$ cat src/rtl/core/spsl_pkg.sv
// Shared types and constants of the servo pulse slew limiter.
`timescale 1ns / 1ps

package spsl_pkg;

  localparam int unsigned POS_W  = 11;
  localparam int unsigned STEP_W = 13;
  localparam int unsigned DUTY_W = 10;

  localparam logic [POS_W-1:0] MIN_US = POS_W'(1000);
  localparam logic [POS_W-1:0] MAX_US = POS_W'(2000);

  // floor(p * 8191 / 20000) = floor(floor(p * 8191 / 32) / 625)
  localparam int unsigned PROD_W      = POS_W + 13;
  localparam int unsigned QUOT_W      = PROD_W - 5;
  localparam int unsigned RECIP_SHIFT = 28;
  localparam logic [QUOT_W-1:0] RECIP_625 = QUOT_W'(429497);

  typedef enum logic [1:0] {
    CMD_SET  = 2'd0,
    CMD_MOVE = 2'd1,
    CMD_TICK = 2'd2
  } command_t;

  typedef struct packed {
    logic [1:0]  command;
    logic [15:0] setpoint_us;
    logic [11:0] speed_q8_4;
  } item_t;

  typedef struct packed {
    logic [POS_W-1:0] position_us;
    logic             moving;
    logic             reached;
  } ramp_t;

endpackage

$ cat src/rtl/core/spsl_if.sv
// Valid/ready channel interfaces for command beats and result beats.
`timescale 1ns / 1ps

interface spsl_cmd_if;
  logic        valid;
  logic        ready;
  logic [1:0]  command;
  logic [15:0] setpoint_us;
  logic [11:0] speed_q8_4;

  modport source (output valid, output command, output setpoint_us, output speed_q8_4,
                  input ready);
  modport sink (input valid, input command, input setpoint_us, input speed_q8_4,
                output ready);
endinterface

interface spsl_res_if;
  logic                        valid;
  logic                        ready;
  logic [spsl_pkg::POS_W-1:0]  position_us;
  logic [spsl_pkg::DUTY_W-1:0] duty;
  logic                        moving;
  logic                        reached;

  modport source (output valid, output position_us, output duty, output moving,
                  output reached, input ready);
  modport sink (input valid, input position_us, input duty, input moving,
                input reached, output ready);
endinterface

$ cat src/rtl/core/spsl_ramp.sv
// Ramp state: position, goal, step size and motion flag, updated once per beat.
`timescale 1ns / 1ps

module spsl_ramp #(
  parameter int CENTER_US = 1500
) (
  input  logic                clk,
  input  logic                rst,
  input  logic                step_en,
  input  spsl_pkg::item_t     item,
  output spsl_pkg::ramp_t     res
);

  localparam int RESET_INT = (CENTER_US < 1000) ? 1000 :
                             ((CENTER_US > 2000) ? 2000 : CENTER_US);
  localparam logic [spsl_pkg::POS_W-1:0] RESET_US = spsl_pkg::POS_W'(RESET_INT);

  logic [spsl_pkg::POS_W-1:0]  position, position_next;
  logic [spsl_pkg::POS_W-1:0]  goal, goal_next;
  logic [spsl_pkg::STEP_W-1:0] step_size, step_size_next;
  logic                        in_motion, in_motion_next;
  logic                        reached, reached_next;

  logic [spsl_pkg::POS_W-1:0]  target;
  logic [14:0]                 speed_x5;
  logic [spsl_pkg::STEP_W-1:0] move_step;
  logic [spsl_pkg::STEP_W-1:0] tick_step;
  logic [spsl_pkg::POS_W-1:0]  diff;
  logic                        fits;
  logic [spsl_pkg::POS_W-1:0]  moved;

  always_comb begin
    if (item.setpoint_us < 16'(spsl_pkg::MIN_US)) begin
      target = spsl_pkg::MIN_US;
    end else if (item.setpoint_us > 16'(spsl_pkg::MAX_US)) begin
      target = spsl_pkg::MAX_US;
    end else begin
      target = item.setpoint_us[spsl_pkg::POS_W-1:0];
    end
  end

  assign speed_x5  = {3'b000, item.speed_q8_4} + {1'b0, item.speed_q8_4, 2'b00};
  assign move_step = (speed_x5[14:2] == '0) ? spsl_pkg::STEP_W'(1) : speed_x5[14:2];
  assign tick_step = (step_size == '0) ? spsl_pkg::STEP_W'(1) : step_size;

  always_comb begin
    if (goal > position) begin
      diff = goal - position;
    end else begin
      diff = position - goal;
    end
    fits = tick_step >= {2'b00, diff};
    if (fits) begin
      moved = goal;
    end else if (goal > position) begin
      moved = position + tick_step[spsl_pkg::POS_W-1:0];
    end else begin
      moved = position - tick_step[spsl_pkg::POS_W-1:0];
    end
  end

  always_comb begin
    position_next  = position;
    goal_next      = goal;
    step_size_next = step_size;
    in_motion_next = in_motion;
    reached_next   = 1'b0;
    case (item.command)
      spsl_pkg::CMD_SET: begin
        position_next  = target;
        goal_next      = target;
        in_motion_next = 1'b0;
      end
      spsl_pkg::CMD_MOVE: begin
        goal_next      = target;
        step_size_next = move_step;
        in_motion_next = 1'b1;
      end
      spsl_pkg::CMD_TICK: begin
        if (in_motion) begin
          position_next = moved;
          if (moved == goal) begin
            in_motion_next = 1'b0;
            reached_next   = 1'b1;
          end
        end
      end
      default: begin
      end
    endcase
  end

  always_ff @(posedge clk) begin
    if (rst) begin
      position  <= RESET_US;
      goal      <= RESET_US;
      step_size <= '0;
      in_motion <= 1'b0;
      reached   <= 1'b0;
    end else if (step_en) begin
      position  <= position_next;
      goal      <= goal_next;
      step_size <= step_size_next;
      in_motion <= in_motion_next;
      reached   <= reached_next;
    end
  end

  assign res.position_us = position;
  assign res.moving      = in_motion;
  assign res.reached     = reached;

endmodule

$ cat src/rtl/core/spsl_duty.sv
// Position to 10-bit PWM duty (full scale 8191) over a 20 ms period, registered.
`timescale 1ns / 1ps

module spsl_duty (
  input  logic                        clk,
  input  logic                        en,
  input  logic [spsl_pkg::POS_W-1:0]  position_us,
  output logic [spsl_pkg::DUTY_W-1:0] duty
);

  logic [spsl_pkg::PROD_W-1:0]   prod;
  logic [spsl_pkg::QUOT_W-1:0]   by32;
  logic [2*spsl_pkg::QUOT_W-1:0] scaled;

  assign prod   = {position_us, 13'b0} - spsl_pkg::PROD_W'(position_us);
  assign by32   = prod[spsl_pkg::PROD_W-1:5];
  assign scaled = (2*spsl_pkg::QUOT_W)'(by32) *
                  (2*spsl_pkg::QUOT_W)'(spsl_pkg::RECIP_625);

  always_ff @(posedge clk) begin
    if (en) begin
      duty <= scaled[spsl_pkg::RECIP_SHIFT +: spsl_pkg::DUTY_W];
    end
  end

endmodule

$ cat src/rtl/core/servo_pulse_slew_limiter_top.sv
// Servo pulse slew limiter: command beats in, one result beat out per command.
//
// Channel cmd carries command (set, move, tick), setpoint_us and speed_q8_4;
// channel result carries position_us, duty, moving and reached. Both are
// valid/ready, a beat moving on a clock edge with valid and ready high.
// Every command beat yields exactly one result beat, in order.
// Result valid follows the accepting edge through three registers: the input
// register loads on the accepting edge, then the ramp state register, then the
// result register with the duty conversion, each only on an advancing edge.
// Throughput is one beat per cycle; the three registers advance together, so
// a new command is taken whenever the result register is empty or being drained.
// When the receiver holds ready low with a result waiting, the pipeline
// freezes and cmd.ready drops until the result is taken.
// Reset (rst, synchronous) empties the pipeline, puts the position and goal
// at CENTER_US clamped to 1000..2000, clears the step size and motion flag.
`timescale 1ns / 1ps

module servo_pulse_slew_limiter_top #(
  parameter int CENTER_US = 1500
) (
  input logic          clk,
  input logic          rst,
  spsl_cmd_if.sink     cmd,
  spsl_res_if.source   result
);

  logic            advance;
  logic            v1, v2, v3;
  spsl_pkg::item_t item1;
  spsl_pkg::ramp_t ramp;
  spsl_pkg::ramp_t res3;
  logic [spsl_pkg::DUTY_W-1:0] duty3;

  assign advance   = !v3 || result.ready;
  assign cmd.ready = advance;

  always_ff @(posedge clk) begin
    if (rst) begin
      v1 <= 1'b0;
      v2 <= 1'b0;
      v3 <= 1'b0;
    end else if (advance) begin
      v1 <= cmd.valid;
      v2 <= v1;
      v3 <= v2;
    end
  end

  always_ff @(posedge clk) begin
    if (advance) begin
      item1.command     <= cmd.command;
      item1.setpoint_us <= cmd.setpoint_us;
      item1.speed_q8_4  <= cmd.speed_q8_4;
    end
    if (advance && v2) begin
      res3 <= ramp;
    end
  end

  spsl_ramp #(
    .CENTER_US (CENTER_US)
  ) u_ramp (
    .clk     (clk),
    .rst     (rst),
    .step_en (advance && v1),
    .item    (item1),
    .res     (ramp)
  );

  spsl_duty u_duty (
    .clk         (clk),
    .en          (advance && v2),
    .position_us (ramp.position_us),
    .duty        (duty3)
  );

  assign result.valid       = v3;
  assign result.position_us = res3.position_us;
  assign result.moving      = res3.moving;
  assign result.reached     = res3.reached;
  assign result.duty        = duty3;

endmodule
$ cat src/flat_wrapper.sv
// flat-port wrapper written by rule: the top's interface ports become plain ports
module servo_pulse_slew_limiter_top_flat 
#(
  parameter int CENTER_US = 1500
)
  (clk, rst, cmd_valid, cmd_command, cmd_setpoint_us, cmd_speed_q8_4, cmd_ready, result_valid, result_position_us, result_duty, result_moving, result_reached, result_ready);
  spsl_cmd_if cmd_i ();
  spsl_res_if result_i ();
  input logic clk;
  input logic rst;
  input wire logic [$bits(cmd_i.valid)-1:0] cmd_valid;
  input wire logic [$bits(cmd_i.command)-1:0] cmd_command;
  input wire logic [$bits(cmd_i.setpoint_us)-1:0] cmd_setpoint_us;
  input wire logic [$bits(cmd_i.speed_q8_4)-1:0] cmd_speed_q8_4;
  output wire logic [$bits(cmd_i.ready)-1:0] cmd_ready;
  output wire logic [$bits(result_i.valid)-1:0] result_valid;
  output wire logic [$bits(result_i.position_us)-1:0] result_position_us;
  output wire logic [$bits(result_i.duty)-1:0] result_duty;
  output wire logic [$bits(result_i.moving)-1:0] result_moving;
  output wire logic [$bits(result_i.reached)-1:0] result_reached;
  input wire logic [$bits(result_i.ready)-1:0] result_ready;
  assign cmd_i.valid = cmd_valid;
  assign cmd_i.command = cmd_command;
  assign cmd_i.setpoint_us = cmd_setpoint_us;
  assign cmd_i.speed_q8_4 = cmd_speed_q8_4;
  assign cmd_ready = cmd_i.ready;
  assign result_valid = result_i.valid;
  assign result_position_us = result_i.position_us;
  assign result_duty = result_i.duty;
  assign result_moving = result_i.moving;
  assign result_reached = result_i.reached;
  assign result_i.ready = result_ready;
  servo_pulse_slew_limiter_top #(.CENTER_US(CENTER_US)) u_core (.clk(clk), .rst(rst), .cmd(cmd_i), .result(result_i));
endmodule
$ cat config.mk
export PLATFORM = sky130hd
export DESIGN_NAME = servo_pulse_slew_limiter_top_flat
export DESIGN_NICKNAME = d
export VERILOG_FILES = /design/src/rtl/core/spsl_pkg.sv /design/src/rtl/core/spsl_if.sv /design/src/rtl/core/spsl_ramp.sv /design/src/rtl/core/spsl_duty.sv /design/src/rtl/core/servo_pulse_slew_limiter_top.sv /design/src/flat_wrapper.sv
export SDC_FILE = /design/constraint.sdc
export NUM_CORES = 1
export LEC_CHECK = 0
export BUFFER_PORTS_ARGS = -buffer_cell sky130_fd_sc_hd__clkbuf_2
export CORE_ASPECT_RATIO = 0.5
export CORE_MARGIN = 1.5
export CORE_UTILIZATION = 30
export CTS_BUF_LIST = sky130_fd_sc_hd__clkbuf_8
export CTS_CLUSTER_DIAMETER = 50
export DETAILED_ROUTE_END_ITERATION = 10
export MAX_ROUTING_LAYER = met4
export SETUP_SLACK_MARGIN = 0.05
export SLEW_MARGIN = 20
export SYNTH_ARGS = -nofsm -noshare
export SYNTH_HDL_FRONTEND = slang
export SYNTH_SLANG_ARGS = --single-unit
$ cat constraint.sdc
create_clock -name clk -period 8.88 [get_ports clk]
set_input_delay 0.444 -clock clk [delete_from_list [all_inputs] [get_ports clk]]
set_output_delay 0.444 -clock clk [all_outputs]
set_load 0.03 [all_outputs]
==> summary.md <==
| Metric | Value |
|---|---|
| Via count | `around 9,000` |
| Synth top cells by count | `inv_1 (311), ha_1 (206), fa_1 (132)` |
| Synth top area cells | `fa_1 (21%), ha_1 (20%), edfxtp_1 (13%)` |
| Grt ovf | `0` |
| WHS Endpoint | `u_core.item1[14]` |
| Final setup violation count | `0` |
| Synth cell types | `between 70 and 80` |
| Pin count of the biggest net entering global routing | `42` |
| Synth Register Bits | `93` |
| Final core occ | `33.3%` |
| Setup Buffers After CTS | `0` |
| Max frequency | `124 MHz` |
| Buffer and inverter count on the worst path | `7` |
| TritonCTS buffer count | `9` |
| Routability cong. | `0.948` |
| Max-cap violations | `0` |
| Crit-path slowest cell | `or4_4` |
| RSZ-0062 raised after global routing | `no` |
| CTS sink count | `between 90 and 100` |
| # IOs | `59` |
| Setup TNS | `0 ns` |
| Setup CP Type | `reg -> reg` |
| Type of origin of the critical path | `register` |
| Worst Hold Path Cells | `1` |
| Worst-path fanout max | `11` |
| R2R Path End | `u_core.u_duty.duty[9]` |
| Initial Util | `30.8%` |
| Synth area leader | `fa_1` |
| Final period util | `90.7%` |
| Vias in the first global route | `9,068` |
| CTS max path bufs | `2` |
| Min Tclk post-route | `8.05 ns` |
| Most used DFF post-synth | `edfxtp_1` |
| Synth Area in Compound Gates | `between 10% and 20%` |
| Pint | `about 1.7 mW` |
| Global Route Usage Sum | `about 15%` |
| Hold-fix buffers at CTS | `0` |
| # nets final | `1,754` |
| Total inserted antenna cells | `0` |
| Critical path endpoint category | `register` |
| Worst r2r src | `u_core.u_ramp.position[1]` |
| Initial antenna violation count | `0` |
| Wire length per cell | `between 15 and 20 um` |
| Most common cell in the synthesized netlist | `inv_1` |
| Post-route DRC | `0` |
| Synth Instances | `1,341` |
| Initial DRC count | `648` |
| Port Buffer Count | `58` |
| WP data arrival | `8.21 ns` |
| Row count | `between 50 and 60` |
| Count of pins over their slew limit | `0` |
| Gate power share | `74.2%` |
| First-pass GRT wire length | `48,900 um` |
| Initial DRT Pass Iterations | `5` |
| Worst ir drop on vdd | `around 0.00024 V` |
| WP data required | `9.04 ns` |
| CTS tree | `built` |
| Yosys top cell area share | `21.0%` |
| Worst rel slew slack | `37.9%` |
| Critical Path Max Stage Delay | `0.57 ns` |
| Die width | `293 um` |
| Syn avg cell area | `9.39 um^2` |
| Number of flops mapped to enable cells by yosys | `53` |
| Largest family of logic cells by synthesized area | `adder cells` |
| Most frequent cell on the critical path | `fa_1` |
| PwrDens | `236 mW/mm^2` |
| CP top delay family | `adder cells` |
| Synth Area in Adders | `between 40 and 50%` |
| Total routed wirelength | `30,400 um` |
| Post-DP HPWL | `25,800 um` |
| Hold_sp | `cmd_setpoint_us[2]` |
| Max Clock Skew | `0.0214 ns` |
| Post-Synth XOR/XNOR Area | `5.66%` |
| Sequential share of power | `17.1%` |
| Vias per std cell | `4.71` |
| Worst slew pin tran | `0.922 ns` |
| LEAKAGE | `6.71 nW` |
| Ys Warns | `0` |
| Worst r2r path cells | `27` |
| Synth Area in Simple Gates | `under 10%` |
| Mux cell area share after synthesis | `1.54%` |
| Area of the mapped netlist | `0.0126 mm^2` |
| Ratio of cells with drive above 1 in the final layout | `8.58%` |
| Status | `finished, final reports clean` |
| Clock Latency Late Sink | `approximately 0.40 ns` |
| Root Buffer | `clkbuf_8` |
| Final Hold Vio Count | `0` |
| Htree depth | `3` |
| Clock power frac | `8.7%` |
| Sw Pwr | `1.54 mW` |
| Sw frac | `48.0%` |
| Area Growth Syn to Fin | `8.19%` |
| Cts repair resizes | `0` |
| Clk pin slew, worst setup/hold paths | `0.11 ns` |
| HP Class | `in -> reg` |
| Syn Nets | `~1,700` |
| Post-route ant nets | `0` |
| FFs w/ async S/R, synth | `0%` |
| Core ar. | `0.0409 mm^2` |
| Die area | `roughly 0.043 mm^2` |
| Sequential fraction of the synthesis area | `19.0%` |
| Die height | `148 um` |
| Flop2flop setup slack | `0.83 ns` |
[stage by stage]
step                power [mW]  hold WS (ns)  setup WS [ns]  instances  cell area (um^2)
finish                    3.22         0.209          0.826       1927             13600
global route              3.62         0.181          0.312       1927             13600
CTS                       3.26         0.186          0.793       1927             13600
detailed placement        2.96         0.456          0.826       1911             13500
global placement          2.94         0.457           1.09       1911             13500
floorplan                 2.40         0.409           1.85       1341             12600
[sequential cells by signal, indices dropped and copies added, names as in the netlist]
register	cells
u_core.result.moving	1
u_core.u_ramp.step_size	13
u_core.v1	1
u_core.result.valid	1
u_core.u_duty.duty	10
u_core.v2	1
u_core.u_ramp.position	11
u_core.result.position_us	11
u_core.item1	30
u_core.result.reached	1
u_core.u_ramp.in_motion	1
u_core.u_ramp.goal	11
u_core.u_ramp.reached	1
[worst register-to-register path: cells and delay by family, from the launching register on]
family | cells | cell delay, ns
simple gates | 7 | 1.79
fa+ha+maj | 6 | 2.66
xor+xnor | 2 | 0.52
compound gates | 5 | 1.46
buf+inv | 7 | 0.94
flops | 1 | 0.44
[cell usage in the layout (no fill, tap or decap), drive strengths merged, types with 4 or more instances in the layout]
| master | count |
|---|---|
| nor3 | 25 |
| a2111oi | 5 |
| fa | 132 |
| a21oi | 76 |
| nor2b | 12 |
| xnor2 | 50 |
| and3 | 9 |
| ha | 206 |
| a211o | 12 |
| o21a | 13 |
| xor2 | 19 |
| inv | 319 |
| buf | 13 |
| and2 | 7 |
| nand3 | 12 |
| edfxtp | 53 |
| o21ai | 33 |
| nor4 | 6 |
| nor2 | 73 |
| o211ai | 13 |
| nand2b | 9 |
| dfxtp | 40 |
| or3 | 10 |
| clkbuf | 67 |
| o31ai | 8 |
| o311ai | 5 |
| mux2i | 16 |
| xnor3 | 4 |
| a211oi | 9 |
| a21o | 23 |
| nand2 | 50 |
| nand4 | 10 |
[layer usage]
metal | routed length (um) | up-vias | global-route usage, %
met5 | 0 | - | -
met2 | 13500 | 210 | 23.4
met4 | 514 | 0 | 3.26
met3 | 1330 | 28 | 2.09
met1 | 15000 | 4349 | 20.1
li1 | - | 4480 | -
[power by group through the flow]
stage,registers [mW],clock network [mW],logic (mW)
2_1_floorplan,0.588,0,1.81
3_3_place_gp,0.560,0,2.38
3_5_place_dp,0.561,0,2.40
4_1_cts,0.551,0.291,2.42
5_1_grt,0.554,0.305,2.76
6_report,0.551,0.279,2.39
[kinds of logic (layout without fill, tap and decap cells)]
logic type      count (synthesis)  in the layout
fa+ha+maj                     338            338
compound gates                219            219
simple gates                  242            242
mux                            19             19
flops                          93             93
xor+xnor                       73             73
buf+inv                       357            403
[layout make-up]
cell class                 count  area [um^2]
inverter                     316         1190
fill                        4218        27300
clock inverter                 7         56.3
multi-input combinational    891         8810
timing repair buffer          71          388
tap                          540          676
clock buffer                   9          124
sequential                    93         2390
[worst max-delay path by stage]
stage	cells after the start	slack (ns)	endpoint	from
after floorplan	25	1.85	u_core.u_duty.duty[9]	u_core.u_ramp.position[1]
final	27	0.83	u_core.u_duty.duty[9]	u_core.u_ramp.position[1]
after detailed placement	27	0.83	u_core.u_duty.duty[9]	u_core.u_ramp.position[1]
after global routing	27	0.31	u_core.u_duty.duty[9]	u_core.u_ramp.position[1]
after CTS	27	0.79	u_core.u_duty.duty[9]	u_core.u_ramp.position[1]
after global placement	26	1.09	u_core.u_duty.duty[9]	u_core.u_ramp.position[1]
Note: power is estimated with default switching activity, not from simulation.
